<file path="src/rtl/htme_pkg.sv">
// shared types, constants and microcode encodings for the huffman tree merge engine
// used by every rtl file of the block, no dependencies
`default_nettype none

package htme_pkg;

    localparam int HEAP_DEPTH = 256;
    localparam int IDX_W      = $clog2(HEAP_DEPTH);
    localparam int CNT_W      = $clog2(HEAP_DEPTH + 1);
    localparam int EXT_W      = IDX_W + 2;
    localparam int WGT_W      = 40;
    localparam int CNT_IN_W   = 32;
    localparam int ID_W       = 9;
    localparam int SYM_W      = 8;
    localparam int UPC_W      = 5;

    localparam logic [ID_W-1:0] FIRST_INTERNAL = 9'd256;

    localparam logic CMD_LEAF  = 1'b0;
    localparam logic CMD_MERGE = 1'b1;

    localparam logic [1:0] ST_LEAF  = 2'd0;
    localparam logic [1:0] ST_MERGE = 2'd1;
    localparam logic [1:0] ST_ROOT  = 2'd2;
    localparam logic [1:0] ST_ERR   = 2'd3;

    typedef struct packed {
        logic [WGT_W-1:0] w;
        logic [ID_W-1:0]  id;
    } entry_t;

    // datapath operations
    localparam logic [4:0] OP_NOP        = 5'd0;
    localparam logic [4:0] OP_LATCH      = 5'd1;
    localparam logic [4:0] OP_LEAF_LOAD  = 5'd2;
    localparam logic [4:0] OP_RD_PARENT  = 5'd3;
    localparam logic [4:0] OP_PU_MOVE    = 5'd4;
    localparam logic [4:0] OP_WR_X       = 5'd5;
    localparam logic [4:0] OP_EMIT_LEAF  = 5'd6;
    localparam logic [4:0] OP_EMIT_ERR   = 5'd7;
    localparam logic [4:0] OP_RD_ROOT    = 5'd8;
    localparam logic [4:0] OP_POP_TAKE   = 5'd9;
    localparam logic [4:0] OP_POP_LAST   = 5'd10;
    localparam logic [4:0] OP_RD_LEFT    = 5'd11;
    localparam logic [4:0] OP_CAP_LEFT   = 5'd12;
    localparam logic [4:0] OP_PICK       = 5'd13;
    localparam logic [4:0] OP_SD_MOVE    = 5'd14;
    localparam logic [4:0] OP_SET_SECOND = 5'd15;
    localparam logic [4:0] OP_MERGE_PUSH = 5'd16;
    localparam logic [4:0] OP_EMIT_MERGE = 5'd17;
    localparam logic [4:0] OP_EMIT_ROOT  = 5'd18;

    // jump conditions
    localparam logic [3:0] C_NEXT             = 4'd0;
    localparam logic [3:0] C_ALWAYS           = 4'd1;
    localparam logic [3:0] C_NSTART           = 4'd2;
    localparam logic [3:0] C_IS_MERGE         = 4'd3;
    localparam logic [3:0] C_FULL             = 4'd4;
    localparam logic [3:0] C_CNT_ZERO         = 4'd5;
    localparam logic [3:0] C_CNT_ONE          = 4'd6;
    localparam logic [3:0] C_POS_ZERO         = 4'd7;
    localparam logic [3:0] C_PAR_NOT_HEAVIER  = 4'd8;
    localparam logic [3:0] C_L_OOB            = 4'd9;
    localparam logic [3:0] C_SECOND           = 4'd10;
    localparam logic [3:0] C_PICK_NOT_LIGHTER = 4'd11;

    // program steps
    localparam logic [UPC_W-1:0] S_IDLE        = 5'd0;
    localparam logic [UPC_W-1:0] S_DISPATCH    = 5'd1;
    localparam logic [UPC_W-1:0] S_LEAF_CHK    = 5'd2;
    localparam logic [UPC_W-1:0] S_LEAF_LOAD   = 5'd3;
    localparam logic [UPC_W-1:0] S_PU_LOOP     = 5'd4;
    localparam logic [UPC_W-1:0] S_PU_READ     = 5'd5;
    localparam logic [UPC_W-1:0] S_PU_TEST     = 5'd6;
    localparam logic [UPC_W-1:0] S_PU_BACK     = 5'd7;
    localparam logic [UPC_W-1:0] S_PU_PLACE    = 5'd8;
    localparam logic [UPC_W-1:0] S_EMIT_LEAF   = 5'd9;
    localparam logic [UPC_W-1:0] S_ERR         = 5'd10;
    localparam logic [UPC_W-1:0] S_MERGE_CHK   = 5'd11;
    localparam logic [UPC_W-1:0] S_ROOT_READ   = 5'd12;
    localparam logic [UPC_W-1:0] S_POP_TAKE    = 5'd13;
    localparam logic [UPC_W-1:0] S_POP_LAST    = 5'd14;
    localparam logic [UPC_W-1:0] S_SD_LOOP     = 5'd15;
    localparam logic [UPC_W-1:0] S_SD_LEFT     = 5'd16;
    localparam logic [UPC_W-1:0] S_SD_PICK     = 5'd17;
    localparam logic [UPC_W-1:0] S_SD_TEST     = 5'd18;
    localparam logic [UPC_W-1:0] S_SD_BACK     = 5'd19;
    localparam logic [UPC_W-1:0] S_SD_PLACE    = 5'd20;
    localparam logic [UPC_W-1:0] S_POP_DONE    = 5'd21;
    localparam logic [UPC_W-1:0] S_POP_AGAIN   = 5'd22;
    localparam logic [UPC_W-1:0] S_MERGE_PUSH  = 5'd23;
    localparam logic [UPC_W-1:0] S_EMIT_MERGE  = 5'd24;
    localparam logic [UPC_W-1:0] S_EMIT_ROOT   = 5'd25;

    typedef struct packed {
        logic [4:0]       op;
        logic [3:0]       cond;
        logic [UPC_W-1:0] target;
    } ctrl_t;

    typedef struct packed {
        logic is_merge;
        logic full;
        logic cnt_zero;
        logic cnt_one;
        logic pos_zero;
        logic par_not_heavier;
        logic l_oob;
        logic second;
        logic pick_not_lighter;
    } flags_t;

endpackage

`default_nettype wire

</file>
<file path="src/rtl/htme_datapath.sv">
// heap datapath: command latch, heap count, moving entry, popped entries and result registers
// depends on htme_pkg; drives the heap ram ports and reports branch flags to the sequencer
`default_nettype none

module htme_datapath (
    input  wire logic                          clk,
    input  wire logic                          rst_n,
    input  wire logic [4:0]                    op,
    input  wire logic                          cmd,
    input  wire logic [htme_pkg::SYM_W-1:0]    symbol,
    input  wire logic [htme_pkg::CNT_IN_W-1:0] leaf_count,
    output logic                               ram_wen,
    output logic [htme_pkg::IDX_W-1:0]         ram_waddr,
    output htme_pkg::entry_t                   ram_wdata,
    output logic [htme_pkg::IDX_W-1:0]         ram_raddr,
    input  wire htme_pkg::entry_t              ram_rdata,
    output htme_pkg::flags_t                   flags,
    output logic                               done,
    output logic [1:0]                         status,
    output logic [htme_pkg::ID_W-1:0]          left_node,
    output logic [htme_pkg::ID_W-1:0]          right_node,
    output logic [htme_pkg::ID_W-1:0]          new_node,
    output logic [htme_pkg::WGT_W-1:0]         weight
);

    localparam int IW = htme_pkg::IDX_W;
    localparam int CW = htme_pkg::CNT_W;
    localparam int EW = htme_pkg::EXT_W;
    localparam int WW = htme_pkg::WGT_W;
    localparam int DW = htme_pkg::ID_W;

    logic                          cmd_reg;
    logic [htme_pkg::SYM_W-1:0]    sym_reg;
    logic [htme_pkg::CNT_IN_W-1:0] cnt_reg;

    logic [CW-1:0] count_reg;
    logic [DW-1:0] next_id_reg;
    logic          second_reg;
    logic          done_reg;

    logic [IW-1:0]    pos_reg;
    logic [IW-1:0]    pick_reg;
    htme_pkg::entry_t x_reg;
    htme_pkg::entry_t a_reg;
    htme_pkg::entry_t b_reg;
    htme_pkg::entry_t lw_reg;
    htme_pkg::entry_t child_reg;

    logic [1:0]    status_reg;
    logic [DW-1:0] left_reg;
    logic [DW-1:0] right_reg;
    logic [DW-1:0] node_reg;
    logic [WW-1:0] weight_reg;

    logic [IW-1:0] parent_idx;
    logic [EW-1:0] l_ext;
    logic [EW-1:0] r_ext;
    logic [EW-1:0] count_ext;
    logic [CW-1:0] count_m1;
    logic          r_in;
    logic          par_heavier;
    logic          pick_lighter;
    logic [WW:0]   sum_full;
    logic [WW-1:0] sum_sat;
    logic          emit_op;

    assign parent_idx   = IW'((pos_reg - IW'(1)) >> 1);
    assign l_ext        = {1'b0, pos_reg, 1'b1};
    assign r_ext        = l_ext + EW'(1);
    assign count_ext    = EW'(count_reg);
    assign count_m1     = count_reg - CW'(1);
    assign r_in         = r_ext < count_ext;
    assign par_heavier  = ram_rdata.w > x_reg.w;
    assign pick_lighter = child_reg.w < x_reg.w;
    assign sum_full     = {1'b0, a_reg.w} + {1'b0, b_reg.w};
    // saturate the merged weight
    assign sum_sat      = sum_full[WW] ? {WW{1'b1}} : sum_full[WW-1:0];
    assign emit_op      = (op == htme_pkg::OP_EMIT_LEAF) || (op == htme_pkg::OP_EMIT_ERR)
                       || (op == htme_pkg::OP_EMIT_MERGE) || (op == htme_pkg::OP_EMIT_ROOT);

    always_comb
    begin
        flags.is_merge         = cmd_reg == htme_pkg::CMD_MERGE;
        flags.full             = count_reg == CW'(htme_pkg::HEAP_DEPTH);
        flags.cnt_zero         = count_reg == '0;
        flags.cnt_one          = count_reg == CW'(1);
        flags.pos_zero         = pos_reg == '0;
        flags.par_not_heavier  = !par_heavier;
        flags.l_oob            = l_ext >= count_ext;
        flags.second           = second_reg;
        flags.pick_not_lighter = !pick_lighter;
    end

    always_comb
    begin
        unique case (op)
            htme_pkg::OP_RD_PARENT: ram_raddr = parent_idx;
            htme_pkg::OP_POP_TAKE:  ram_raddr = count_m1[IW-1:0];
            htme_pkg::OP_RD_LEFT:   ram_raddr = l_ext[IW-1:0];
            htme_pkg::OP_CAP_LEFT:  ram_raddr = r_ext[IW-1:0];
            default:                ram_raddr = '0;
        endcase
    end

    always_comb
    begin
        ram_waddr = pos_reg;
        unique case (op)
            htme_pkg::OP_PU_MOVE:
            begin
                ram_wen   = par_heavier;
                ram_wdata = ram_rdata;
            end
            htme_pkg::OP_SD_MOVE:
            begin
                ram_wen   = pick_lighter;
                ram_wdata = child_reg;
            end
            htme_pkg::OP_WR_X:
            begin
                ram_wen   = 1'b1;
                ram_wdata = x_reg;
            end
            default:
            begin
                ram_wen   = 1'b0;
                ram_wdata = x_reg;
            end
        endcase
    end

    // control state
    always_ff @(posedge clk or negedge rst_n)
    begin
        if (!rst_n)
        begin
            count_reg   <= '0;
            next_id_reg <= htme_pkg::FIRST_INTERNAL;
            second_reg  <= 1'b0;
            done_reg    <= 1'b0;
        end
        else
        begin
            done_reg <= emit_op;
            case (op)
                htme_pkg::OP_LEAF_LOAD:  count_reg <= count_reg + CW'(1);
                htme_pkg::OP_POP_TAKE:   count_reg <= count_m1;
                htme_pkg::OP_SET_SECOND: second_reg <= 1'b1;
                htme_pkg::OP_MERGE_PUSH:
                begin
                    count_reg   <= count_reg + CW'(1);
                    next_id_reg <= next_id_reg + DW'(1);
                    second_reg  <= 1'b0;
                end
                htme_pkg::OP_EMIT_ROOT:
                begin
                    count_reg   <= '0;
                    next_id_reg <= htme_pkg::FIRST_INTERNAL;
                end
                default: ;
            endcase
        end
    end

    // payload
    always_ff @(posedge clk)
    begin
        case (op)
            htme_pkg::OP_LATCH:
            begin
                cmd_reg <= cmd;
                sym_reg <= symbol;
                cnt_reg <= leaf_count;
            end
            htme_pkg::OP_LEAF_LOAD:
            begin
                x_reg   <= '{w: WW'(cnt_reg), id: DW'(sym_reg)};
                pos_reg <= count_reg[IW-1:0];
            end
            htme_pkg::OP_PU_MOVE:
            begin
                if (par_heavier)
                begin
                    pos_reg <= parent_idx;
                end
            end
            htme_pkg::OP_POP_TAKE:
            begin
                if (second_reg)
                begin
                    b_reg <= ram_rdata;
                end
                else
                begin
                    a_reg <= ram_rdata;
                end
            end
            htme_pkg::OP_POP_LAST:
            begin
                x_reg   <= ram_rdata;
                pos_reg <= '0;
            end
            htme_pkg::OP_CAP_LEFT:
            begin
                lw_reg   <= ram_rdata;
                pick_reg <= l_ext[IW-1:0];
            end
            htme_pkg::OP_PICK:
            begin
                // right child only when present and strictly lighter
                if (r_in && (ram_rdata.w < lw_reg.w))
                begin
                    child_reg <= ram_rdata;
                    pick_reg  <= r_ext[IW-1:0];
                end
                else
                begin
                    child_reg <= lw_reg;
                end
            end
            htme_pkg::OP_SD_MOVE:
            begin
                if (pick_lighter)
                begin
                    pos_reg <= pick_reg;
                end
            end
            htme_pkg::OP_MERGE_PUSH:
            begin
                x_reg   <= '{w: sum_sat, id: next_id_reg};
                pos_reg <= count_reg[IW-1:0];
            end
            htme_pkg::OP_EMIT_LEAF:
            begin
                status_reg <= htme_pkg::ST_LEAF;
                left_reg   <= '0;
                right_reg  <= '0;
                node_reg   <= DW'(sym_reg);
                weight_reg <= WW'(cnt_reg);
            end
            htme_pkg::OP_EMIT_ERR:
            begin
                status_reg <= htme_pkg::ST_ERR;
                left_reg   <= '0;
                right_reg  <= '0;
                node_reg   <= '0;
                weight_reg <= '0;
            end
            htme_pkg::OP_EMIT_MERGE:
            begin
                status_reg <= htme_pkg::ST_MERGE;
                // equal weights put the second pop on the left
                if (a_reg.w >= b_reg.w)
                begin
                    left_reg  <= b_reg.id;
                    right_reg <= a_reg.id;
                end
                else
                begin
                    left_reg  <= a_reg.id;
                    right_reg <= b_reg.id;
                end
                node_reg   <= x_reg.id;
                weight_reg <= x_reg.w;
            end
            htme_pkg::OP_EMIT_ROOT:
            begin
                status_reg <= htme_pkg::ST_ROOT;
                left_reg   <= '0;
                right_reg  <= '0;
                node_reg   <= ram_rdata.id;
                weight_reg <= ram_rdata.w;
            end
            default: ;
        endcase
    end

    assign done       = done_reg;
    assign status     = status_reg;
    assign left_node  = left_reg;
    assign right_node = right_reg;
    assign new_node   = node_reg;
    assign weight     = weight_reg;

    a_count_bound: assert property (@(posedge clk) disable iff (!rst_n)
        count_reg <= CW'(htme_pkg::HEAP_DEPTH))
        else $error("heap count above depth");

    a_root_clears: assert property (@(posedge clk) disable iff (!rst_n)
        (op == htme_pkg::OP_EMIT_ROOT) |=>
            (count_reg == '0) && (next_id_reg == htme_pkg::FIRST_INTERNAL))
        else $error("root did not clear the heap");

    a_pop_nonempty: assert property (@(posedge clk) disable iff (!rst_n)
        (op == htme_pkg::OP_POP_TAKE) |-> (count_reg != '0))
        else $error("pop from empty heap");

endmodule

`default_nettype wire

</file>
<file path="config.mk">
export PLATFORM = sky130hd
export DESIGN_NAME = htme_datapath
export DESIGN_NICKNAME = d
export VERILOG_FILES = /design/src/rtl/htme_pkg.sv /design/src/rtl/htme_datapath.sv
export SDC_FILE = /design/constraint.sdc
export NUM_CORES = 1
export LEC_CHECK = 0
export BUFFER_PORTS_ARGS = -buffer_cell sky130_fd_sc_hd__buf_2
export CAP_MARGIN = 20
export CORE_ASPECT_RATIO = 0.9
export CORE_MARGIN = 5
export CORE_UTILIZATION = 40
export DETAILED_ROUTE_END_ITERATION = 16
export GPL_ROUTABILITY_DRIVEN = 0
export PLACE_DENSITY = 0.61
export SETUP_SLACK_MARGIN = 0.4
export SLEW_MARGIN = 40
export SYNTH_ARGS = -nofsm -noshare
export SYNTH_HDL_FRONTEND = slang
export SYNTH_SLANG_ARGS = --single-unit
</file>
<file path="constraint.sdc">
create_clock -name clk -period 4.7 [get_ports clk]
set_input_delay 0.94 -clock clk [delete_from_list [all_inputs] [get_ports clk]]
set_output_delay 0.94 -clock clk [all_outputs]
set_load 0.02 [all_outputs]
</file>
==> flow_metrics.py <==
metrics = {
    "synth": {
        "synth_area_per_cell_um2": 11.1,
        "synth_top_area_share": 0.479,
        "synth_area_leaders": "edfxtp_1 (48%), ha_1 (12%), nand2_1 (3.6%), inv_1 (2.7%), mux2_2 (2.5%)",
        "synth_common_cells": "edfxtp_1 (371), ha_1 (221), nand2_1 (221)",
        "yosysSeqAreaShare": 0.501,
        "yosys.area_share.simple": 0.105,
        "ys.flop_type": "edfxtp_1",
        "synthAdderAreaFrac": 0.120,
        "synth_area_um2": 23300,
        "yosysWarnings": 0,
        "ys_types": 81,
        "synth_seq_cells": 391,
        "synthCells": 2096,
        "synth_compound_area_frac": 0.171,
        "async_flop_share": 0.0512,
        "synth_xor_area_frac": 0.0237,
        "syn_nets": 2415,
        "yosysTopAreaCell": "edfxtp_1",
        "synth_top_family_by_area": "compound AO/OA/AOI/OAI gates",
        "synth_edf_count": 371,
        "yosysMostFrequentCell": "edfxtp_1",
        "muxShareOfSynthArea": 0.0324,
    },
    "clocking": {
        "numClockSinks": 391,
        "htreeDepth": 2,
        "cts_buffers": 46,
        "clockBufferDepth": 3,
        "clkTransAtPathRegs_ps": 60,
        "root_buffer": "clkbuf_16",
        "cts_hold_buf": 0,
        "clock_latency_ps": 590,
        "tritoncts": "built",
    },
    "sta": {
        "setup_viol": 0,
        "hold_viol": 0,
        "rsz0062_at_grt": "true",
        "tns_ps": 0,
        "clock_skew_ps": 17.5,
        "min_period_ps": 4270,
        "final.period_utilization": 0.909,
        "fmax_mhz": 234,
        "tightestPinTransition_ps": 915,
        "drv_slew": 0,
        "maxSlewHeadroom": 0.388,
    },
    "floorplan": {
        "dieArea_um2": 63100,
        "io_pins": 242,
        "core_um2": 57300,
        "start_util": 0.406,
        "row_count": 83,
        "die_width_um": 264,
        "floorplan.die.height_um": 239,
    },
    "drt": {
        "drtPass1Iterations": 5,
        "avgViaCountPerCell": 5.83,
        "vias": 18400,
        "drt_iter0_markers": 1730,
        "wl_per_cell_um": 23.3,
        "antenna_left": 0,
        "drc": 0,
        "drt-total-wl_um": 73200,
    },
    "critical_path": {
        "worst_r2r_path_depth": 13,
        "start_kind": "register",
        "cp_top_family": "simple AND/OR/NAND/NOR gates",
        "path_cells": "ha_4 > nand4_1 > nor3_2 > buf_4 > nand4_1 > a21oi_1 > buf_4 > o21ai_2 > a22oi_2 > buf_4 > nor3_4 > o21bai_4 > buf_6",
        "required_ps": 3760,
        "timing.critical_path.arrival_ps": 3330,
        "critical_path_buf_inv_count": 4,
        "crit_path_top_delay_cell": "edfxtp_1",
        "cp_max_fo": 2,
        "end_kind": "primary output",
        "cp.depth": 13,
        "max_stage_delay_ps": 450,
        "cpMostUsedCell": "buf_4",
        "crit_type": "reg2out",
    },
    "layout": {
        "num-nets-final": 2663,
        "fillers": 5213,
        "multi_input_area_um2": 10800,
        "num_antenna_cells": 0,
        "syn_to_final_growth_pct": 17.1,
        "drive_above_1_share": 0.212,
        "seq_area_um2": 11600,
    },
    "flow_run": {
        "max_cap_violations": 0,
    },
    "grt": {
        "antenna_found_initial": 0,
        "grt_pass1_wl_um": 111000,
        "grt_max_degree": 54,
        "grt_pass1_vias": 18200,
        "gr-total-overflow": 0,
        "gr-usage-all-layers": 0.223,
    },
    "power": {
        "ir_drop_mv": 0.245,
        "total_power_w": 0.00868,
        "p_leak_nw": 11.3,
        "p_per_area_nw_per_um2": 319,
    },
    "placed_design": {
        "hpwl_um": 52900,
        "port_buffers": 241,
    },
    "run_status": {
        "run_status": "finished, final reports clean",
    },
    "worst_hold_path": {
        "hold_path_class": "in2async",
    },
}
cell usage in the layout, fill, tap and decap left out, types with 29 or more instances in the layout:
cell type  Yosys  layout
buf_2         12     240
buf_4          4      51
nand2_1      221     220
a21oi_1      114     112
a21o_1        63      63
a22oi_1       59      58
edfxtp_1     371     371
clkbuf_16      0      47
nor2_1        75      69
mux2_2        51      51
nor3_1        49      44
nand4_1       40      40
o21ai_0      101      98
xnor2_1       48      48
ha_1         221     220
a32oi_1       40      40
a221o_1       35      35
inv_1        170     168
a21oi_2       27      29
cell type report:
class,count,area share
timing repair buffer,300,0.0646
sequential,391,0.428
tap,765,0.0352
multi-input combinational,1431,0.395
clock buffer,58,0.0447
clock inverter,28,0.00869
inverter,174,0.0241
report_power, final:
group	total (W)	internal [W]	switching, W
combinational	0.00117	0.000453	0.000715
sequential	0.00402	0.00393	0.0000835
clock	0.00350	0.00201	0.00149
final timing paths:
kind,start,endpoint,slack [ps]
worst max-delay path,child_reg[28]$_DFFE_PP_,ram_wen,430
worst min-delay path,rst_n,done$_DFF_PN0_,320
worst max register to register,ram_waddr[1]$_DFFE_PP_,pick_reg[4]$_DFFE_PP_,740
worst min register to register,lw_reg[3]$_DFFE_PP_,child_reg[3]$_DFFE_PP_,550
max in group asynchronous,rst_n,next_id_reg[8]$_DFFE_PN1P_,4000
min in group clk,cmd,cmd_reg$_DFFE_PN_,520
worst register-to-register path, delay by kind of cell, from the launching register on:
family	cells	cell delay, ps
xor+xnor	1	180
compound gates	5	1530
simple gates	4	680
fa+ha+maj	1	330
flops	1	400
buf+inv	2	500
logic make-up (layout without fill, tap and decap cells):
| family | Yosys count | count (layout) |
|---|---|---|
| flip-flops | 391 | 391 |
| adder cells (fa/ha/maj) | 222 | 222 |
| AO/OA/AOI/OAI | 565 | 565 |
| buffers and inverters | 274 | 560 |
| XOR/XNOR | 63 | 63 |
| AND/OR/NAND/NOR | 512 | 512 |
| multiplexers | 69 | 69 |
metrics by stage:
step / hold WS (ps) / worst slack, ps / area, um^2 / cells / utilization
2_1_floorplan: 484 / 422 / 23300 / 2096 / -
5_1_grt: 336 / 323 / 27200 / 3147 / 0.475
3_5_place_dp: 535 / 299 / 25600 / 3058 / 0.447
4_1_cts: 308 / 410 / 27200 / 3145 / 0.474
3_3_place_gp: 514 / 19.3 / 25600 / 3056 / 0.446
6_report: 322 / 426 / 27200 / 3147 / 0.475
routing by layer:
metal	routed length, um	track usage	vias to the layer above
met3	5190	0.0334	119
met1	32700	0.317	9064
met2	33200	0.356	803
li1	-	-	8369
met4	2150	0.0659	0
met5	0	0	-
timing repair:
item,in CTS,in global routing
buffers inserted,1,2
hold endpoints to repair,0,0
resized for setup,20,2
setup endpoints to repair,2,10
pin swaps,7,3
Power figures use the tool's default switching activity.
