===== config.mk =====
export PLATFORM = sky130hd
export DESIGN_NAME = htme_ucode_rom
export DESIGN_NICKNAME = d
export VERILOG_FILES = /design/src/rtl/htme_pkg.sv /design/src/rtl/htme_ucode_rom.sv
export SDC_FILE = /design/constraint.sdc
export NUM_CORES = 1
export LEC_CHECK = 0
export BUFFER_PORTS_ARGS = -buffer_cell sky130_fd_sc_hd__buf_4
export CAP_MARGIN = 40
export CORE_AREA = 2 2 39 41
export DETAILED_ROUTE_END_ITERATION = 8
export DIE_AREA = 0 0 41 43
export PLACE_DENSITY = 0.74
export SYNTH_ARGS = -nofsm -noshare
export SYNTH_HDL_FRONTEND = slang
export SYNTH_SLANG_ARGS = --single-unit

===== constraint.sdc =====
create_clock -name vclk -period 0.9
set_input_delay 0.045 -clock vclk [all_inputs]
set_output_delay 0.045 -clock vclk [all_outputs]
set_load 0.02 [all_outputs]

===== src/rtl/htme_pkg.sv =====
// shared types, constants and microcode encodings for the huffman tree merge engine
// used by every rtl file of the block, no dependencies
`default_nettype none

package htme_pkg;

    localparam int HEAP_DEPTH = 256;
    localparam int IDX_W      = $clog2(HEAP_DEPTH);
    localparam int CNT_W      = $clog2(HEAP_DEPTH + 1);
    localparam int EXT_W      = IDX_W + 2;
    localparam int WGT_W      = 40;
    localparam int CNT_IN_W   = 32;
    localparam int ID_W       = 9;
    localparam int SYM_W      = 8;
    localparam int UPC_W      = 5;

    localparam logic [ID_W-1:0] FIRST_INTERNAL = 9'd256;

    localparam logic CMD_LEAF  = 1'b0;
    localparam logic CMD_MERGE = 1'b1;

    localparam logic [1:0] ST_LEAF  = 2'd0;
    localparam logic [1:0] ST_MERGE = 2'd1;
    localparam logic [1:0] ST_ROOT  = 2'd2;
    localparam logic [1:0] ST_ERR   = 2'd3;

    typedef struct packed {
        logic [WGT_W-1:0] w;
        logic [ID_W-1:0]  id;
    } entry_t;

    // datapath operations
    localparam logic [4:0] OP_NOP        = 5'd0;
    localparam logic [4:0] OP_LATCH      = 5'd1;
    localparam logic [4:0] OP_LEAF_LOAD  = 5'd2;
    localparam logic [4:0] OP_RD_PARENT  = 5'd3;
    localparam logic [4:0] OP_PU_MOVE    = 5'd4;
    localparam logic [4:0] OP_WR_X       = 5'd5;
    localparam logic [4:0] OP_EMIT_LEAF  = 5'd6;
    localparam logic [4:0] OP_EMIT_ERR   = 5'd7;
    localparam logic [4:0] OP_RD_ROOT    = 5'd8;
    localparam logic [4:0] OP_POP_TAKE   = 5'd9;
    localparam logic [4:0] OP_POP_LAST   = 5'd10;
    localparam logic [4:0] OP_RD_LEFT    = 5'd11;
    localparam logic [4:0] OP_CAP_LEFT   = 5'd12;
    localparam logic [4:0] OP_PICK       = 5'd13;
    localparam logic [4:0] OP_SD_MOVE    = 5'd14;
    localparam logic [4:0] OP_SET_SECOND = 5'd15;
    localparam logic [4:0] OP_MERGE_PUSH = 5'd16;
    localparam logic [4:0] OP_EMIT_MERGE = 5'd17;
    localparam logic [4:0] OP_EMIT_ROOT  = 5'd18;

    // jump conditions
    localparam logic [3:0] C_NEXT             = 4'd0;
    localparam logic [3:0] C_ALWAYS           = 4'd1;
    localparam logic [3:0] C_NSTART           = 4'd2;
    localparam logic [3:0] C_IS_MERGE         = 4'd3;
    localparam logic [3:0] C_FULL             = 4'd4;
    localparam logic [3:0] C_CNT_ZERO         = 4'd5;
    localparam logic [3:0] C_CNT_ONE          = 4'd6;
    localparam logic [3:0] C_POS_ZERO         = 4'd7;
    localparam logic [3:0] C_PAR_NOT_HEAVIER  = 4'd8;
    localparam logic [3:0] C_L_OOB            = 4'd9;
    localparam logic [3:0] C_SECOND           = 4'd10;
    localparam logic [3:0] C_PICK_NOT_LIGHTER = 4'd11;

    // program steps
    localparam logic [UPC_W-1:0] S_IDLE        = 5'd0;
    localparam logic [UPC_W-1:0] S_DISPATCH    = 5'd1;
    localparam logic [UPC_W-1:0] S_LEAF_CHK    = 5'd2;
    localparam logic [UPC_W-1:0] S_LEAF_LOAD   = 5'd3;
    localparam logic [UPC_W-1:0] S_PU_LOOP     = 5'd4;
    localparam logic [UPC_W-1:0] S_PU_READ     = 5'd5;
    localparam logic [UPC_W-1:0] S_PU_TEST     = 5'd6;
    localparam logic [UPC_W-1:0] S_PU_BACK     = 5'd7;
    localparam logic [UPC_W-1:0] S_PU_PLACE    = 5'd8;
    localparam logic [UPC_W-1:0] S_EMIT_LEAF   = 5'd9;
    localparam logic [UPC_W-1:0] S_ERR         = 5'd10;
    localparam logic [UPC_W-1:0] S_MERGE_CHK   = 5'd11;
    localparam logic [UPC_W-1:0] S_ROOT_READ   = 5'd12;
    localparam logic [UPC_W-1:0] S_POP_TAKE    = 5'd13;
    localparam logic [UPC_W-1:0] S_POP_LAST    = 5'd14;
    localparam logic [UPC_W-1:0] S_SD_LOOP     = 5'd15;
    localparam logic [UPC_W-1:0] S_SD_LEFT     = 5'd16;
    localparam logic [UPC_W-1:0] S_SD_PICK     = 5'd17;
    localparam logic [UPC_W-1:0] S_SD_TEST     = 5'd18;
    localparam logic [UPC_W-1:0] S_SD_BACK     = 5'd19;
    localparam logic [UPC_W-1:0] S_SD_PLACE    = 5'd20;
    localparam logic [UPC_W-1:0] S_POP_DONE    = 5'd21;
    localparam logic [UPC_W-1:0] S_POP_AGAIN   = 5'd22;
    localparam logic [UPC_W-1:0] S_MERGE_PUSH  = 5'd23;
    localparam logic [UPC_W-1:0] S_EMIT_MERGE  = 5'd24;
    localparam logic [UPC_W-1:0] S_EMIT_ROOT   = 5'd25;

    typedef struct packed {
        logic [4:0]       op;
        logic [3:0]       cond;
        logic [UPC_W-1:0] target;
    } ctrl_t;

    typedef struct packed {
        logic is_merge;
        logic full;
        logic cnt_zero;
        logic cnt_one;
        logic pos_zero;
        logic par_not_heavier;
        logic l_oob;
        logic second;
        logic pick_not_lighter;
    } flags_t;

endpackage

`default_nettype wire


===== src/rtl/htme_ucode_rom.sv =====
// microcode program: one control word per step of the sequencer
// depends on htme_pkg for step, operation and condition codes
`default_nettype none

module htme_ucode_rom (
    input  wire logic [htme_pkg::UPC_W-1:0] upc,
    output htme_pkg::ctrl_t                 ctrl
);

    always_comb
    begin
        unique case (upc)
            htme_pkg::S_IDLE:       ctrl = '{htme_pkg::OP_LATCH,      htme_pkg::C_NSTART,
                                             htme_pkg::S_IDLE};
            htme_pkg::S_DISPATCH:   ctrl = '{htme_pkg::OP_NOP,        htme_pkg::C_IS_MERGE,
                                             htme_pkg::S_MERGE_CHK};
            htme_pkg::S_LEAF_CHK:   ctrl = '{htme_pkg::OP_NOP,        htme_pkg::C_FULL,
                                             htme_pkg::S_ERR};
            htme_pkg::S_LEAF_LOAD:  ctrl = '{htme_pkg::OP_LEAF_LOAD,  htme_pkg::C_NEXT,
                                             htme_pkg::S_IDLE};
            htme_pkg::S_PU_LOOP:    ctrl = '{htme_pkg::OP_NOP,        htme_pkg::C_POS_ZERO,
                                             htme_pkg::S_PU_PLACE};
            htme_pkg::S_PU_READ:    ctrl = '{htme_pkg::OP_RD_PARENT,  htme_pkg::C_NEXT,
                                             htme_pkg::S_IDLE};
            htme_pkg::S_PU_TEST:    ctrl = '{htme_pkg::OP_PU_MOVE,    htme_pkg::C_PAR_NOT_HEAVIER,
                                             htme_pkg::S_PU_PLACE};
            htme_pkg::S_PU_BACK:    ctrl = '{htme_pkg::OP_NOP,        htme_pkg::C_ALWAYS,
                                             htme_pkg::S_PU_LOOP};
            htme_pkg::S_PU_PLACE:   ctrl = '{htme_pkg::OP_WR_X,       htme_pkg::C_IS_MERGE,
                                             htme_pkg::S_EMIT_MERGE};
            htme_pkg::S_EMIT_LEAF:  ctrl = '{htme_pkg::OP_EMIT_LEAF,  htme_pkg::C_ALWAYS,
                                             htme_pkg::S_IDLE};
            htme_pkg::S_ERR:        ctrl = '{htme_pkg::OP_EMIT_ERR,   htme_pkg::C_ALWAYS,
                                             htme_pkg::S_IDLE};
            htme_pkg::S_MERGE_CHK:  ctrl = '{htme_pkg::OP_NOP,        htme_pkg::C_CNT_ZERO,
                                             htme_pkg::S_ERR};
            htme_pkg::S_ROOT_READ:  ctrl = '{htme_pkg::OP_RD_ROOT,    htme_pkg::C_CNT_ONE,
                                             htme_pkg::S_EMIT_ROOT};
            htme_pkg::S_POP_TAKE:   ctrl = '{htme_pkg::OP_POP_TAKE,   htme_pkg::C_CNT_ONE,
                                             htme_pkg::S_POP_DONE};
            htme_pkg::S_POP_LAST:   ctrl = '{htme_pkg::OP_POP_LAST,   htme_pkg::C_NEXT,
                                             htme_pkg::S_IDLE};
            htme_pkg::S_SD_LOOP:    ctrl = '{htme_pkg::OP_RD_LEFT,    htme_pkg::C_L_OOB,
                                             htme_pkg::S_SD_PLACE};
            htme_pkg::S_SD_LEFT:    ctrl = '{htme_pkg::OP_CAP_LEFT,   htme_pkg::C_NEXT,
                                             htme_pkg::S_IDLE};
            htme_pkg::S_SD_PICK:    ctrl = '{htme_pkg::OP_PICK,       htme_pkg::C_NEXT,
                                             htme_pkg::S_IDLE};
            htme_pkg::S_SD_TEST:    ctrl = '{htme_pkg::OP_SD_MOVE,    htme_pkg::C_PICK_NOT_LIGHTER,
                                             htme_pkg::S_SD_PLACE};
            htme_pkg::S_SD_BACK:    ctrl = '{htme_pkg::OP_NOP,        htme_pkg::C_ALWAYS,
                                             htme_pkg::S_SD_LOOP};
            htme_pkg::S_SD_PLACE:   ctrl = '{htme_pkg::OP_WR_X,       htme_pkg::C_NEXT,
                                             htme_pkg::S_IDLE};
            htme_pkg::S_POP_DONE:   ctrl = '{htme_pkg::OP_SET_SECOND, htme_pkg::C_SECOND,
                                             htme_pkg::S_MERGE_PUSH};
            htme_pkg::S_POP_AGAIN:  ctrl = '{htme_pkg::OP_RD_ROOT,    htme_pkg::C_ALWAYS,
                                             htme_pkg::S_POP_TAKE};
            htme_pkg::S_MERGE_PUSH: ctrl = '{htme_pkg::OP_MERGE_PUSH, htme_pkg::C_ALWAYS,
                                             htme_pkg::S_PU_LOOP};
            htme_pkg::S_EMIT_MERGE: ctrl = '{htme_pkg::OP_EMIT_MERGE, htme_pkg::C_ALWAYS,
                                             htme_pkg::S_IDLE};
            htme_pkg::S_EMIT_ROOT:  ctrl = '{htme_pkg::OP_EMIT_ROOT,  htme_pkg::C_ALWAYS,
                                             htme_pkg::S_IDLE};
            default:                ctrl = '{htme_pkg::OP_NOP,        htme_pkg::C_ALWAYS,
                                             htme_pkg::S_IDLE};
        endcase
    end

endmodule

`default_nettype wire


==> flow_summary.html, run 1 <==
<table>
<tr><th>Metric</th><th>Value</th></tr>
<tr><th colspan="2">Synth</th></tr>
<tr><td>Ranking of synthesized cells by area</td><td>sky130_fd_sc_hd__ha_1 (13%), sky130_fd_sc_hd__mux2i_1 (6.9%), sky130_fd_sc_hd__o21ai_0 (6.9%), sky130_fd_sc_hd__nor2b_1 (5.4%), sky130_fd_sc_hd__a211oi_1 (5.2%)</td></tr>
<tr><td>Cell type contributing the most total cell area after synthesis</td><td>sky130_fd_sc_hd__ha_1</td></tr>
<tr><td>Post-synthesis instance area</td><td>slightly below 600 µm²</td></tr>
<tr><td>Number of cells produced by synthesis</td><td>80</td></tr>
<tr><td>Total of warnings raised by yosys</td><td>0</td></tr>
<tr><td>Synthesized area per cell</td><td>~7.3 µm²</td></tr>
<tr><td>Area fraction of the dominant cell type after synthesis</td><td>12.9%</td></tr>
<tr><td>Proportion of synthesized chip area in sequential cells</td><td>0%</td></tr>
<tr><td>Unique masters post-synth</td><td>35</td></tr>
<tr><td>Synth Net Count</td><td>91</td></tr>
<tr><th colspan="2">Layout</th></tr>
<tr><td>Growth of design area from synthesis to finish</td><td>116%</td></tr>
<tr><td>Flip-flop and latch count</td><td>0</td></tr>
<tr><td>Combined flip-flop and latch cell area</td><td>0 µm²</td></tr>
<tr><td>Most frequent cells in the layout</td><td>sky130_fd_sc_hd__buf_4 (33), sky130_fd_sc_hd__buf_6 (10), sky130_fd_sc_hd__ha_4 (5)</td></tr>
<tr><td>Number of inserted diodes</td><td>0</td></tr>
<tr><td>Final Net Count</td><td>about 130</td></tr>
<tr><td>Final design utilization</td><td>91.0%</td></tr>
<tr><td>Layout cells sized above 1</td><td>between 70% and 80%</td></tr>
<tr><td>Clock buffer cells</td><td>0</td></tr>
<tr><td>Most common cell after layout, fill and taps aside</td><td>sky130_fd_sc_hd__buf_4</td></tr>
<tr><td>Final non-filler cell total</td><td>approximately 140</td></tr>
<tr><th colspan="2">Route</th></tr>
<tr><td>Remaining routing DRC violations</td><td>0</td></tr>
<tr><td>Number of nets with antenna violations after routing</td><td>0</td></tr>
<tr><td>First drt pass iteration count</td><td>4</td></tr>
<tr><td>Routed WL</td><td>~2700 µm</td></tr>
<tr><td>Uppermost routed layer</td><td>met4</td></tr>
<tr><td>WL met1</td><td>roughly 1100 µm</td></tr>
<tr><td>Met2 wire length</td><td>1520 µm</td></tr>
<tr><td>Sum of met3 wire segment lengths after detailed routing</td><td>roughly 47 µm</td></tr>
<tr><td>Starting DRC count in detailed routing</td><td>11</td></tr>
<tr><td>Post-DR wirelength/cell</td><td>approximately 20 µm</td></tr>
<tr><td>Via count of the routed design</td><td>approximately 800</td></tr>
<tr><td>Via-to-Cell Ratio</td><td>about 6</td></tr>
<tr><th colspan="2">Global route</th></tr>
<tr><td>Number of global-route vias before repair</td><td>between 800 and 900</td></tr>
<tr><td>Maximum number of pins on one net before global-route repair</td><td>23</td></tr>
<tr><td>Number of antenna violations at the first check in global routing</td><td>0</td></tr>
<tr><td>Global-route wire length before repair</td><td>~3700 µm</td></tr>
<tr><td>Global route overflow</td><td>0</td></tr>
<tr><td>Combined global-route utilization of all metal layers</td><td>29.8%</td></tr>
<tr><th colspan="2">Critical path</th></tr>
<tr><td>Peak fanout along the critical path</td><td>3</td></tr>
<tr><td>Startpoint types</td><td>input port</td></tr>
<tr><td>Req. time, crit path</td><td>0.85 ns</td></tr>
<tr><td>Biggest cell delay along the critical path</td><td>0.21 ns</td></tr>
<tr><td>Element type at the critical path end</td><td>output pin</td></tr>
<tr><td>Buf+Inv Stages, Crit Path</td><td>5</td></tr>
<tr><td>Sequence of cells on the critical path</td><td>buf_8 -&gt; clkinvlp_4 -&gt; buf_4 -&gt; ha_4 -&gt; buf_4 -&gt; a21oi_1 -&gt; o22ai_2 -&gt; buf_6</td></tr>
<tr><td>Crit Path Category</td><td>input port to output pin</td></tr>
<tr><td>Critical path arrival</td><td>between 1 and 1.5 ns</td></tr>
<tr><td>Critical path's most frequent cell</td><td>sky130_fd_sc_hd__buf_4</td></tr>
<tr><td>Delay-heaviest family, CP</td><td>buffers and inverters</td></tr>
<tr><td>Cell with the largest stage delay on the worst path</td><td>sky130_fd_sc_hd__a21oi_1</td></tr>
<tr><th colspan="2">Place</th></tr>
<tr><td>Sum of net half-perimeters after detailed placement</td><td>roughly 1600 µm</td></tr>
<tr><td>Instance count after placement with tap cells included</td><td>between 100 and 150</td></tr>
<tr><td>Total of buffers placed on input and output ports</td><td>19</td></tr>
<tr><td>Final GP Congestion</td><td>0.847</td></tr>
<tr><th colspan="2">Timing</th></tr>
<tr><td>Maximum clock frequency</td><td>roughly 0.8 GHz</td></tr>
<tr><td>Period utilization</td><td>139%</td></tr>
<tr><td>Post-Route Hold Slack</td><td>just over 0.5 ns</td></tr>
<tr><td>Total count of max-transition violations in the final report</td><td>0</td></tr>
<tr><td>Final worst-path setup slack</td><td>-0.347 ns</td></tr>
<tr><td>Slew Limit Headroom</td><td>75.5%</td></tr>
<tr><td>Worst slew pin tran</td><td>0.366 ns</td></tr>
<tr><td>Unrepaired setup endpoints after global routing</td><td>true</td></tr>
<tr><td>Min Clock Period, post-route</td><td>between 1 and 1.5 ns</td></tr>
<tr><td>Final hold violation count</td><td>0</td></tr>
<tr><td>Final setup violating endpoints</td><td>14</td></tr>
<tr><th colspan="2">Pwr</th></tr>
<tr><td>Total Power Consumption</td><td>between 700 and 800 µW</td></tr>
<tr><td>VDD IR-drop max</td><td>approximately 0.38 mV</td></tr>
<tr><td>P per Cell Area</td><td>around 600 nW/µm²</td></tr>
<tr><td>Leakage power summed over all cells</td><td>~0.00054 µW</td></tr>
<tr><th colspan="2">Worst hold path</th></tr>
<tr><td>Tightest Hold Check Type</td><td>input port to output pin</td></tr>
<tr><td>Worst min-delay path endpoint</td><td>ctrl[2]</td></tr>
<tr><td>Launch point of the worst hold path</td><td>upc[1]</td></tr>
<tr><td>Number of instances on the worst hold path</td><td>3</td></tr>
<tr><th colspan="2">Outcome</th></tr>
<tr><td>Violations in the final reports</td><td>negative setup slack</td></tr>
<tr><td>Run status</td><td>complete, but fails checks</td></tr>
<tr><th colspan="2">Floorplan</th></tr>
<tr><td>Initial core utilization</td><td>approximately 42%</td></tr>
<tr><td>Y dimension of the die</td><td>43 µm</td></tr>
<tr><td>I/O pin count</td><td>19</td></tr>
<tr><td>Die area</td><td>1760 µm²</td></tr>
<tr><td>Site Rows</td><td>14</td></tr>
<tr><td>Horizontal extent of the die</td><td>about 41 µm</td></tr>
<tr><td>Area of the placeable core</td><td>~1400 µm²</td></tr>
<tr><th colspan="2">Run</th></tr>
<tr><td>Number of max-capacitance violations reported</td><td>0</td></tr>
</table>
## cell families (layout without fill, tap and decap cells)
kind of cell	after synthesis	after routing	share of synthesized area, %
AOI/OAI and AO/OA	32	32	36.1
and+or+nand+nor	23	23	24.0
buffers and inverters	11	51	11.4
adders and majority gates	6	6	12.9
muxes	6	6	12.7
xor gates and xnor gates	2	2	3.00
## final cells by class
class / instances / area, µm²
fill: 64 / 125
timing repair buffer: 48 / 450
inverter: 3 / 25.0
tap: 16 / 20.0
multi-input combinational: 69 / 763
## report_power, final
group	internal (µW)	total, µW	switching (µW)	leakage (µW)
Clock	0	0	0	0
Combinational	379	759	380	0.000539
Sequential	0	0	0	0
## worst min-delay path, stage by stage
cell and delay [ns]:
sky130_fd_sc_hd__buf_8 0.15, sky130_fd_sc_hd__a32o_2 0.16, sky130_fd_sc_hd__buf_6 0.11
## synthesized netlist by cell type (all sizes together) (2+ instances only)
cell and count:
o31ai 3, xor2 2, o22ai 3, a21oi 5, a211oi 4, o21ai 9
nand2 5, inv 3, mux2i 4, nand3 3, buf 8, ha 6
nor2b 7, nor2 2, nand2b 2
## what timing repair did
item                                    CTS  global route
endpoints found under the hold margin     0             0
endpoints found under the setup margin   14            14
setup buffers                             4             2
pin swaps                                 7             4
hold buffers                              0             0
resized for setup                        32             5
## layer usage
layer	track usage [%]	vias to the layer above
met4	8.00	0
met1	34.4	416
met3	1.57	2
met5	0	-
met2	54.7	18
li1	-	383
## worst max path at each step
stage	cells after the start	end	from
4_1_cts	7	ctrl[2]	upc[0]
5_1_grt	8	ctrl[3]	upc[0]
3_3_place_gp	7	ctrl[2]	upc[0]
3_5_place_dp	7	ctrl[9]	upc[0]
2_1_floorplan	4	ctrl[7]	upc[0]
6_report	8	ctrl[3]	upc[0]
## through the flow
step / setup slack [ns] / TNS, ns / cell area [µm²]
2_1_floorplan: -0.0657 / -0.260 / 743
3_5_place_dp: -0.426 / -4.33 / 1060
6_report: -0.347 / -3.82 / 1260
3_3_place_gp: -0.378 / -3.96 / 1060
4_1_cts: -0.312 / -3.32 / 1220
5_1_grt: -0.357 / -4.17 / 1260
Power figures use the tool's default switching activity.
==> run 2, diff against run 1 <==
--- a/config.mk
+++ b/config.mk
@@ -10,7 +10,9 @@
 export CORE_AREA = 2 2 39 41
 export DETAILED_ROUTE_END_ITERATION = 8
 export DIE_AREA = 0 0 41 43
-export PLACE_DENSITY = 0.74
+export PLACE_DENSITY = 0.72
+export REMOVE_ABC_BUFFERS = 1
+export SLEW_MARGIN = 20
 export SYNTH_ARGS = -nofsm -noshare
 export SYNTH_HDL_FRONTEND = slang
 export SYNTH_SLANG_ARGS = --single-unit
==> run 2 against run 1 <==
Compared with the run above:
- clock-buffer cell count unchanged
- flip-flop and latch count unchanged
- critical path depth down 1
- wire length down 22%
- setup slack better by 0.098 ns
- via count down 5.6%
- cell area down 12%
- largest power group unchanged
- the flow still finishes with violations (negative setup slack)
- non-clock buffer count down 4
- die area unchanged
- utilization down 11 points
- critical path type unchanged
==> flow_summary.html, run 2 (same netlist as run 1, synthesis figures left out) <==
<table>
<tr><th>Metric</th><th>Value</th></tr>
<tr><th colspan="2">Timing</th></tr>
<tr><td>Final setup violating endpoints</td><td>14 (unchanged)</td></tr>
<tr><td>Total count of max-transition violations in the final report</td><td>0 (unchanged)</td></tr>
<tr><td>Maximum clock frequency</td><td>0.871 GHz (was 0.802 GHz)</td></tr>
<tr><td>Period utilization</td><td>128% (was 139%)</td></tr>
<tr><td>Post-Route Hold Slack</td><td>0.434 ns (was 0.508 ns)</td></tr>
<tr><td>Min Clock Period, post-route</td><td>1.15 ns (was 1.25 ns)</td></tr>
<tr><td>Final hold violation count</td><td>0 (unchanged)</td></tr>
<tr><td>Slew Limit Headroom</td><td>81.8% (was 75.5%)</td></tr>
<tr><td>Worst slew pin tran</td><td>0.270 ns (was 0.366 ns)</td></tr>
<tr><td>Final worst-path setup slack</td><td>-0.249 ns (was -0.347 ns)</td></tr>
<tr><td>Unrepaired setup endpoints after global routing</td><td>true (unchanged)</td></tr>
<tr><th colspan="2">Global route</th></tr>
<tr><td>Number of global-route vias before repair</td><td>713 (was 821)</td></tr>
<tr><td>Number of antenna violations at the first check in global routing</td><td>0 (unchanged)</td></tr>
<tr><td>Maximum number of pins on one net before global-route repair</td><td>16 (was 23)</td></tr>
<tr><td>Global-route wire length before repair</td><td>3280 µm (was 3680 µm)</td></tr>
<tr><td>Global route overflow</td><td>0 (unchanged)</td></tr>
<tr><td>Combined global-route utilization of all metal layers</td><td>26.0% (was 29.8%)</td></tr>
<tr><th colspan="2">Critical path</th></tr>
<tr><td>Sequence of cells on the critical path</td><td>buf_12 -&gt; inv_8 -&gt; ha_4 -&gt; nor2b_4 -&gt; a211oi_2 -&gt; o32ai_1 -&gt; buf_4 (was buf_8 -&gt; clkinvlp_4 -&gt; buf_4 -&gt; ha_4 -&gt; buf_4 -&gt; a21oi_1 -&gt; o22ai_2 -&gt; buf_6)</td></tr>
<tr><td>Crit Path Category</td><td>input port to output pin (unchanged)</td></tr>
<tr><td>Source of the critical timing path</td><td>upc[1] (was upc[0])</td></tr>
<tr><td>Biggest cell delay along the critical path</td><td>0.30 ns (was 0.21 ns)</td></tr>
<tr><td>Element type at the critical path end</td><td>output pin (unchanged)</td></tr>
<tr><td>Startpoint types</td><td>input port (unchanged)</td></tr>
<tr><td>Cell with the largest stage delay on the worst path</td><td>sky130_fd_sc_hd__o32ai_1 (was sky130_fd_sc_hd__a21oi_1)</td></tr>
<tr><td>Peak fanout along the critical path</td><td>7 (was 3)</td></tr>
<tr><td>Critical path arrival</td><td>1.10 ns (was 1.20 ns)</td></tr>
<tr><td>Req. time, crit path</td><td>0.85 ns (about the same)</td></tr>
<tr><th colspan="2">Layout</th></tr>
<tr><td>Final design utilization</td><td>79.9% (was 91.0%)</td></tr>
<tr><td>Final non-filler cell total</td><td>132 (was 136)</td></tr>
<tr><td>Final Net Count</td><td>129 (was 133)</td></tr>
<tr><td>Flip-flop and latch count</td><td>0 (unchanged)</td></tr>
<tr><td>Most common cell after layout, fill and taps aside</td><td>sky130_fd_sc_hd__buf_4 (unchanged)</td></tr>
<tr><td>Growth of design area from synthesis to finish</td><td>89.7% (was 116%)</td></tr>
<tr><td>Area occupied by multi-input gates</td><td>674 µm² (was 763 µm²)</td></tr>
<tr><td>Clock buffer cells</td><td>0 (unchanged)</td></tr>
<tr><td>Number of inserted diodes</td><td>0 (unchanged)</td></tr>
<tr><td>Layout cells sized above 1</td><td>62.9% (was 75.0%)</td></tr>
<tr><td>Most frequent cells in the layout</td><td>sky130_fd_sc_hd__buf_4 (34), sky130_fd_sc_hd__buf_6 (8), sky130_fd_sc_hd__ha_4 (6), sky130_fd_sc_hd__o21ai_1 (5) (was sky130_fd_sc_hd__buf_4 (33), sky130_fd_sc_hd__buf_6 (10), sky130_fd_sc_hd__ha_4 (5))</td></tr>
<tr><td>Final-layout fill cell count</td><td>84 (was 64)</td></tr>
<tr><td>Combined flip-flop and latch cell area</td><td>0 µm² (unchanged)</td></tr>
<tr><th colspan="2">Floorplan</th></tr>
<tr><td>Y dimension of the die</td><td>43 µm (unchanged)</td></tr>
<tr><td>Area of the placeable core</td><td>1380 µm² (unchanged)</td></tr>
<tr><td>Die area</td><td>1760 µm² (unchanged)</td></tr>
<tr><td>Horizontal extent of the die</td><td>41 µm (unchanged)</td></tr>
<tr><td>I/O pin count</td><td>19 (unchanged)</td></tr>
<tr><td>Initial core utilization</td><td>42.1% (unchanged)</td></tr>
<tr><td>Site Rows</td><td>14 (unchanged)</td></tr>
<tr><th colspan="2">Outcome</th></tr>
<tr><td>Violations in the final reports</td><td>negative setup slack (unchanged)</td></tr>
<tr><td>Run status</td><td>complete, but fails checks (unchanged)</td></tr>
<tr><th colspan="2">Route</th></tr>
<tr><td>First drt pass iteration count</td><td>4 (unchanged)</td></tr>
<tr><td>Routed WL</td><td>2120 µm (was 2710 µm)</td></tr>
<tr><td>Post-DR wirelength/cell</td><td>16.1 µm (was 19.9 µm)</td></tr>
<tr><td>Starting DRC count in detailed routing</td><td>16 (was 11)</td></tr>
<tr><td>Remaining routing DRC violations</td><td>0 (unchanged)</td></tr>
<tr><td>Number of nets with antenna violations after routing</td><td>0 (unchanged)</td></tr>
<tr><td>Via-to-Cell Ratio</td><td>5.86 (was 6.02)</td></tr>
<tr><td>Via count of the routed design</td><td>773 (was 819)</td></tr>
<tr><th colspan="2">Pwr</th></tr>
<tr><td>Total Power Consumption</td><td>626 µW (was 759 µW)</td></tr>
<tr><td>P per Cell Area</td><td>566 nW/µm² (was 603 nW/µm²)</td></tr>
<tr><td>VDD IR-drop max</td><td>0.312 mV (was 0.380 mV)</td></tr>
<tr><td>Leakage power summed over all cells</td><td>0.000486 µW (was 0.000539 µW)</td></tr>
<tr><th colspan="2">Clock network</th></tr>
<tr><td>Cts-stage hold buffer count</td><td>0 (unchanged)</td></tr>
<tr><th colspan="2">Worst hold path</th></tr>
<tr><td>Tightest Hold Check Type</td><td>input port to output pin (unchanged)</td></tr>
<tr><td>Launch point of the worst hold path</td><td>upc[4] (was upc[1])</td></tr>
<tr><th colspan="2">Place</th></tr>
<tr><td>Instance count after placement with tap cells included</td><td>131 (was 130)</td></tr>
<tr><td>Sum of net half-perimeters after detailed placement</td><td>1370 µm (was 1630 µm)</td></tr>
<tr><td>Final GP Congestion</td><td>0.908 (was 0.847)</td></tr>
<tr><td>Total of buffers placed on input and output ports</td><td>19 (unchanged)</td></tr>
<tr><th colspan="2">Run</th></tr>
<tr><td>Number of max-capacitance violations reported</td><td>0 (unchanged)</td></tr>
</table>
## run 2: cell count changes in the layout (fill, tap and decap cells not counted), sizes merged
cell	change
clkinvlp	-1
inv	+1
buf	-4
## run 2: repair_timing
| item | CTS | global route |
|---|---|---|
| endpoints found under the setup margin | 14 | 14 |
| cloned | 0 | 0 |
| resized for setup | 43 | 16 |
| endpoints found under the hold margin | 0 | 0 |
| pin swaps | 17 | 7 |
| setup buffers | 0 | 1 |
## run 2: path summary, 6_finish.rpt
path | slack (ns) | endpoint | depth (start not counted)
max | -0.25 | ctrl[9] | 7
min | 0.43 | ctrl[7] | 3
## run 2: layer usage
layer | global-route usage, % | up-vias | wire length, µm
met4 | 2.00 | 0 | 24
met1 | 34.6 | 369 | 898
li1 | - | 376 | -
met2 | 45.0 | 26 | 1110
met3 | 2.09 | 2 | 87
met5 | 0 | - | 0
## run 2: power by group
part / leakage [µW] / switching (µW) / total [µW] / internal [µW]
Clock: 0 / 0 / 0 / 0
Sequential: 0 / 0 / 0 / 0
Combinational: 0.000486 / 314 / 626 / 312
## run 2: per-stage QoR
stage | setup slack (ns) | setup TNS [ns] | area (µm²)
floorplan | -0.403 | -2.34 | 528
global placement | -0.394 | -4.33 | 871
detailed placement | -0.399 | -4.48 | 871
CTS | -0.212 | -2.23 | 1050
global route | -0.270 | -2.90 | 1110
finish | -0.249 | -2.42 | 1110
## run 2: layout make-up
class	count	share of cell area, %
inverters	3	2.38
well taps	16	1.81
multi-input cells	69	61.0
repair buffers	44	34.8
## run 2: critical path, delay by kind of cell
kind / cells / cell delay [ns]
AND/OR/NAND/NOR: 1 / 0.19
buffers and inverters: 3 / 0.38
adder cells (fa/ha/maj): 1 / 0.13
AO/OA/AOI/OAI: 2 / 0.36
==> run 3, diff against run 2 <==
--- a/config.mk
+++ b/config.mk
@@ -5,12 +5,13 @@
 export SDC_FILE = /design/constraint.sdc
 export NUM_CORES = 1
 export LEC_CHECK = 0
+export ABC_AREA = 1
 export BUFFER_PORTS_ARGS = -buffer_cell sky130_fd_sc_hd__buf_4
 export CAP_MARGIN = 40
 export CORE_AREA = 2 2 39 41
 export DETAILED_ROUTE_END_ITERATION = 8
 export DIE_AREA = 0 0 41 43
-export PLACE_DENSITY = 0.72
+export PLACE_DENSITY = 0.66
 export REMOVE_ABC_BUFFERS = 1
 export SLEW_MARGIN = 20
 export SYNTH_ARGS = -nofsm -noshare
==> constraint.sdc (replaced) <==
create_clock -name vclk -period 1.4
set_input_delay 0.07 -clock vclk [all_inputs]
set_output_delay 0.07 -clock vclk [all_outputs]
set_load 0.02 [all_outputs]
==> run 3 against run 2 <==
Compared with the run above:
- cell area is 38% lower
- combinational power down 59%
- first-iteration DRC count increased to 3.0 times the previous value
- non-clock buffer count is 22 lower
- setup slack gained 0.35 ns
- global-route usage fell by 9.0 points
- clock-buffer cell count is the same
- flip-flop and latch count unchanged
- the run now ends clean
- worst hold slack improved by 0.065 ns
- utilization is 30 points lower
==> flow_summary.html, run 3 <==
<table>
<tr><th>Metric</th><th>Value</th></tr>
<tr><th colspan="2">Route</th></tr>
<tr><td>Routed WL</td><td>1510 µm (was 2120 µm)</td></tr>
<tr><td>Starting DRC count in detailed routing</td><td>48 (was 16)</td></tr>
<tr><td>Via count of the routed design</td><td>713 (was 773)</td></tr>
<tr><td>Via-to-Cell Ratio</td><td>5.13 (was 5.86)</td></tr>
<tr><td>First drt pass iteration count</td><td>4 (unchanged)</td></tr>
<tr><td>Post-DR wirelength/cell</td><td>10.8 µm (was 16.1 µm)</td></tr>
<tr><td>Remaining routing DRC violations</td><td>0 (unchanged)</td></tr>
<tr><td>Number of nets with antenna violations after routing</td><td>0 (unchanged)</td></tr>
<tr><th colspan="2">Critical path</th></tr>
<tr><td>Peak fanout along the critical path</td><td>7 (unchanged)</td></tr>
<tr><td>Critical path's most frequent cell</td><td>sky130_fd_sc_hd__buf_4</td></tr>
<tr><td>Req. time, crit path</td><td>1.33 ns (was 0.85 ns)</td></tr>
<tr><td>Startpoint types</td><td>input port (unchanged)</td></tr>
<tr><td>Critical path arrival</td><td>1.23 ns (was 1.10 ns)</td></tr>
<tr><td>Biggest cell delay along the critical path</td><td>0.23 ns (was 0.30 ns)</td></tr>
<tr><td>Sequence of cells on the critical path</td><td>buf_4 -&gt; clkinvlp_4 -&gt; buf_4 -&gt; buf_4 -&gt; a21oi_1 -&gt; nor2_1 -&gt; o21ai_0 -&gt; nand2_1 -&gt; buf_4 (was buf_12 -&gt; inv_8 -&gt; ha_4 -&gt; nor2b_4 -&gt; a211oi_2 -&gt; o32ai_1 -&gt; buf_4)</td></tr>
<tr><td>Cell with the largest stage delay on the worst path</td><td>sky130_fd_sc_hd__a21oi_1 (was sky130_fd_sc_hd__o32ai_1)</td></tr>
<tr><td>Crit Path Category</td><td>input port to output pin (unchanged)</td></tr>
<tr><td>Delay-heaviest family, CP</td><td>buffers and inverters (unchanged)</td></tr>
<tr><td>Buf+Inv Stages, Crit Path</td><td>5 (was 3)</td></tr>
<tr><td>Element type at the critical path end</td><td>output pin (unchanged)</td></tr>
<tr><th colspan="2">Synth</th></tr>
<tr><td>Ranking of synthesized cells by area</td><td>sky130_fd_sc_hd__nand2_1 (27%), sky130_fd_sc_hd__ha_1 (14%), sky130_fd_sc_hd__nand3_1 (12%), sky130_fd_sc_hd__o21ai_0 (7.5%), sky130_fd_sc_hd__inv_1 (6.3%) (was sky130_fd_sc_hd__ha_1 (13%), sky130_fd_sc_hd__mux2i_1 (6.9%), sky130_fd_sc_hd__o21ai_0 (6.9%), sky130_fd_sc_hd__nor2b_1 (5.4%), sky130_fd_sc_hd__a211oi_1 (5.2%))</td></tr>
<tr><td>Cell type contributing the most total cell area after synthesis</td><td>sky130_fd_sc_hd__nand2_1 (was sky130_fd_sc_hd__ha_1)</td></tr>
<tr><td>Number of cells produced by synthesis</td><td>105 (was 80)</td></tr>
<tr><td>Area fraction of the dominant cell type after synthesis</td><td>27.4% (was 12.9%)</td></tr>
<tr><td>Unique masters post-synth</td><td>15 (was 35)</td></tr>
<tr><td>Synthesized area per cell</td><td>5.09 µm² (was 7.29 µm²)</td></tr>
<tr><td>Most common cell in the synthesized netlist</td><td>sky130_fd_sc_hd__nand2_1 (was sky130_fd_sc_hd__o21ai_0)</td></tr>
<tr><td>Post-synthesis instance area</td><td>534 µm² (was 583 µm²)</td></tr>
<tr><td>Total of warnings raised by yosys</td><td>0 (unchanged)</td></tr>
<tr><td>Proportion of synthesized chip area in sequential cells</td><td>0% (unchanged)</td></tr>
<tr><td>Cell types with the highest counts after synthesis</td><td>sky130_fd_sc_hd__nand2_1 (39), sky130_fd_sc_hd__nand3_1 (13), sky130_fd_sc_hd__inv_1 (9), sky130_fd_sc_hd__nor2_1 (9), sky130_fd_sc_hd__o21ai_0 (8) (was sky130_fd_sc_hd__o21ai_0 (8), sky130_fd_sc_hd__ha_1 (6))</td></tr>
<tr><th colspan="2">Outcome</th></tr>
<tr><td>Run status</td><td>finished, final reports clean (was complete, but fails checks)</td></tr>
<tr><th colspan="2">Timing</th></tr>
<tr><td>Min Clock Period, post-route</td><td>~1.3 ns</td></tr>
<tr><td>Final hold violation count</td><td>0 (unchanged)</td></tr>
<tr><td>Total count of max-transition violations in the final report</td><td>0 (unchanged)</td></tr>
<tr><td>Period utilization</td><td>just over 90%</td></tr>
<tr><td>TNS Setup</td><td>0 ns (was -2.42 ns)</td></tr>
<tr><td>Unrepaired setup endpoints after global routing</td><td>false (was true)</td></tr>
<tr><td>Final setup violating endpoints</td><td>0 (was 14)</td></tr>
<tr><td>Slew Limit Headroom</td><td>73.2% (was 81.8%)</td></tr>
<tr><td>Worst slew pin tran</td><td>0.402 ns (was 0.270 ns)</td></tr>
<tr><td>Maximum clock frequency</td><td>~0.77 GHz</td></tr>
<tr><th colspan="2">Run</th></tr>
<tr><td>Number of max-capacitance violations reported</td><td>0 (unchanged)</td></tr>
<tr><th colspan="2">Layout</th></tr>
<tr><td>Design area</td><td>689 µm² (was 1110 µm²)</td></tr>
<tr><td>Most common cell after layout, fill and taps aside</td><td>sky130_fd_sc_hd__nand2_1 (was sky130_fd_sc_hd__buf_4)</td></tr>
<tr><td>Flip-flop and latch count</td><td>0 (unchanged)</td></tr>
<tr><td>Final Net Count</td><td>136 (was 129)</td></tr>
<tr><td>Growth of design area from synthesis to finish</td><td>29.0% (was 89.7%)</td></tr>
<tr><td>Combined flip-flop and latch cell area</td><td>0 µm² (unchanged)</td></tr>
<tr><td>Clock buffer cells</td><td>0 (unchanged)</td></tr>
<tr><td>Most frequent cells in the layout</td><td>sky130_fd_sc_hd__nand2_1 (39), sky130_fd_sc_hd__buf_4 (22), sky130_fd_sc_hd__nand3_1 (13), sky130_fd_sc_hd__nor2_1 (9), sky130_fd_sc_hd__inv_1 (8) (was sky130_fd_sc_hd__buf_4 (34), sky130_fd_sc_hd__buf_6 (8), sky130_fd_sc_hd__ha_4 (6), sky130_fd_sc_hd__o21ai_1 (5))</td></tr>
<tr><td>Number of inserted diodes</td><td>0 (unchanged)</td></tr>
<tr><td>Layout cells sized above 1</td><td>24.4% (was 62.9%)</td></tr>
<tr><th colspan="2">Pwr</th></tr>
<tr><td>Internal power component</td><td>99.0 µW (was 312 µW)</td></tr>
<tr><td>Portion of total power attributed to sequential cells</td><td>0% (about the same)</td></tr>
<tr><td>Leakage power summed over all cells</td><td>0.000396 µW (was 0.000486 µW)</td></tr>
<tr><td>Gate power share</td><td>100.0% (about the same)</td></tr>
<tr><td>Clock share of power</td><td>0% (about the same)</td></tr>
<tr><td>VDD IR-drop max</td><td>0.107 mV (was 0.312 mV)</td></tr>
<tr><td>Switching power share of the total</td><td>61.6% (was 50.2%)</td></tr>
<tr><td>P per Cell Area</td><td>374 nW/µm² (was 566 nW/µm²)</td></tr>
<tr><td>Reported net switching power</td><td>159 µW (was 314 µW)</td></tr>
<tr><th colspan="2">Place</th></tr>
<tr><td>Total of buffers placed on input and output ports</td><td>19 (unchanged)</td></tr>
<tr><td>Final GP Congestion</td><td>0.908 (about the same)</td></tr>
<tr><td>Placed cell area</td><td>663 µm² (was 871 µm²)</td></tr>
<tr><td>Sum of net half-perimeters after detailed placement</td><td>1120 µm (was 1370 µm)</td></tr>
<tr><th colspan="2">Global route</th></tr>
<tr><td>Global route overflow</td><td>0 (unchanged)</td></tr>
<tr><td>Number of global-route vias before repair</td><td>522 (was 713)</td></tr>
<tr><td>Number of antenna violations at the first check in global routing</td><td>0 (unchanged)</td></tr>
<tr><td>Combined global-route utilization of all metal layers</td><td>17.0% (was 26.0%)</td></tr>
<tr><td>Global-route wire length before repair</td><td>2270 µm (was 3280 µm)</td></tr>
<tr><td>Maximum number of pins on one net before global-route repair</td><td>16 (unchanged)</td></tr>
<tr><th colspan="2">Floorplan</th></tr>
<tr><td>Y dimension of the die</td><td>43 µm (unchanged)</td></tr>
<tr><td>Site Rows</td><td>14 (unchanged)</td></tr>
<tr><td>Area of the placeable core</td><td>1380 µm² (unchanged)</td></tr>
<tr><td>I/O pin count</td><td>19 (unchanged)</td></tr>
<tr><td>Horizontal extent of the die</td><td>41 µm (unchanged)</td></tr>
<tr><td>Initial core utilization</td><td>38.6% (was 42.1%)</td></tr>
<tr><td>Die area</td><td>1760 µm² (unchanged)</td></tr>
<tr><th colspan="2">Worst hold path</th></tr>
<tr><td>Tightest Hold Check Type</td><td>input port to output pin (unchanged)</td></tr>
</table>
[run 3: cell types whose count changed after synthesis, moves of 5 or more]
cell and change:
sky130_fd_sc_hd__buf_2 -5, sky130_fd_sc_hd__inv_1 +7, sky130_fd_sc_hd__nand2_1 +34, sky130_fd_sc_hd__nand3_1 +10, sky130_fd_sc_hd__nor2_1 +7, sky130_fd_sc_hd__nor2b_1 -5
[run 3: cell type report]
| type | instances | area (µm²) |
|---|---|---|
| Fill cell | 161 | 694 |
| Inverter | 11 | 45.0 |
| Multi-Input combinational cell | 90 | 459 |
| Tap cell | 16 | 20.0 |
| Timing Repair Buffer | 22 | 165 |
[run 3: routing by layer]
metal	global-route usage (%)	wire length, µm
met2	25.3	702
met3	0	121
met1	28.2	651
met5	0	0
met4	0	31
[run 3: final timing paths]
kind / from / to / slack, ns / cells past startpoint
max: upc[1] / ctrl[0] / 0.1 / 9
min: upc[4] / ctrl[8] / 0.50 / 3
[run 3: timing repair]
item | 4_1_cts | 5_1_grt
hold endpoints to repair | 0 | 0
endpoints found under the setup margin | 0 | 2
gates resized for setup | 0 | 2
setup buffers | 0 | 3
hold buffers | 0 | 0
[run 3: worst min-delay path, cell delays in order]
cell	delay, ns
sky130_fd_sc_hd__buf_4	0.11
sky130_fd_sc_hd__o211ai_1	0.09
sky130_fd_sc_hd__buf_4	0.16
[run 3: power by group through the flow]
| stage | Clock, µW | Combinational [µW] | Sequential (µW) |
|---|---|---|---|
| after floorplan | 0 | 150 | 0 |
| after global placement | 0 | 249 | 0 |
| after detailed placement | 0 | 246 | 0 |
| after CTS | 0 | 247 | 0 |
| after global routing | 0 | 285 | 0 |
| final | 0 | 258 | 0 |
[run 3: kinds of logic (layout without fill, tap and decap cells)]
logic type	Yosys count	count (layout)	synth area share (%)
buffers and inverters	15	33	14.1
adder cells (fa/ha/maj)	6	6	14.1
AO/OA/AOI/OAI	17	17	18.3
AND/OR/NAND/NOR	67	67	53.6
[run 3: per-stage QoR]
stage          hold slack [ns]  instances  total power [µW]  setup slack (ns)  utilization [%]
5_1_grt                  0.531        139               285           0.00469             49.8
3_5_place_dp             0.503        136               246            0.0626             47.9
2_1_floorplan            0.329        101               150             0.281                -
4_1_cts                  0.504        136               247            0.0648             47.9
6_report                 0.499        139               258            0.0971             49.8
3_3_place_gp             0.506        136               249            0.0842             47.9
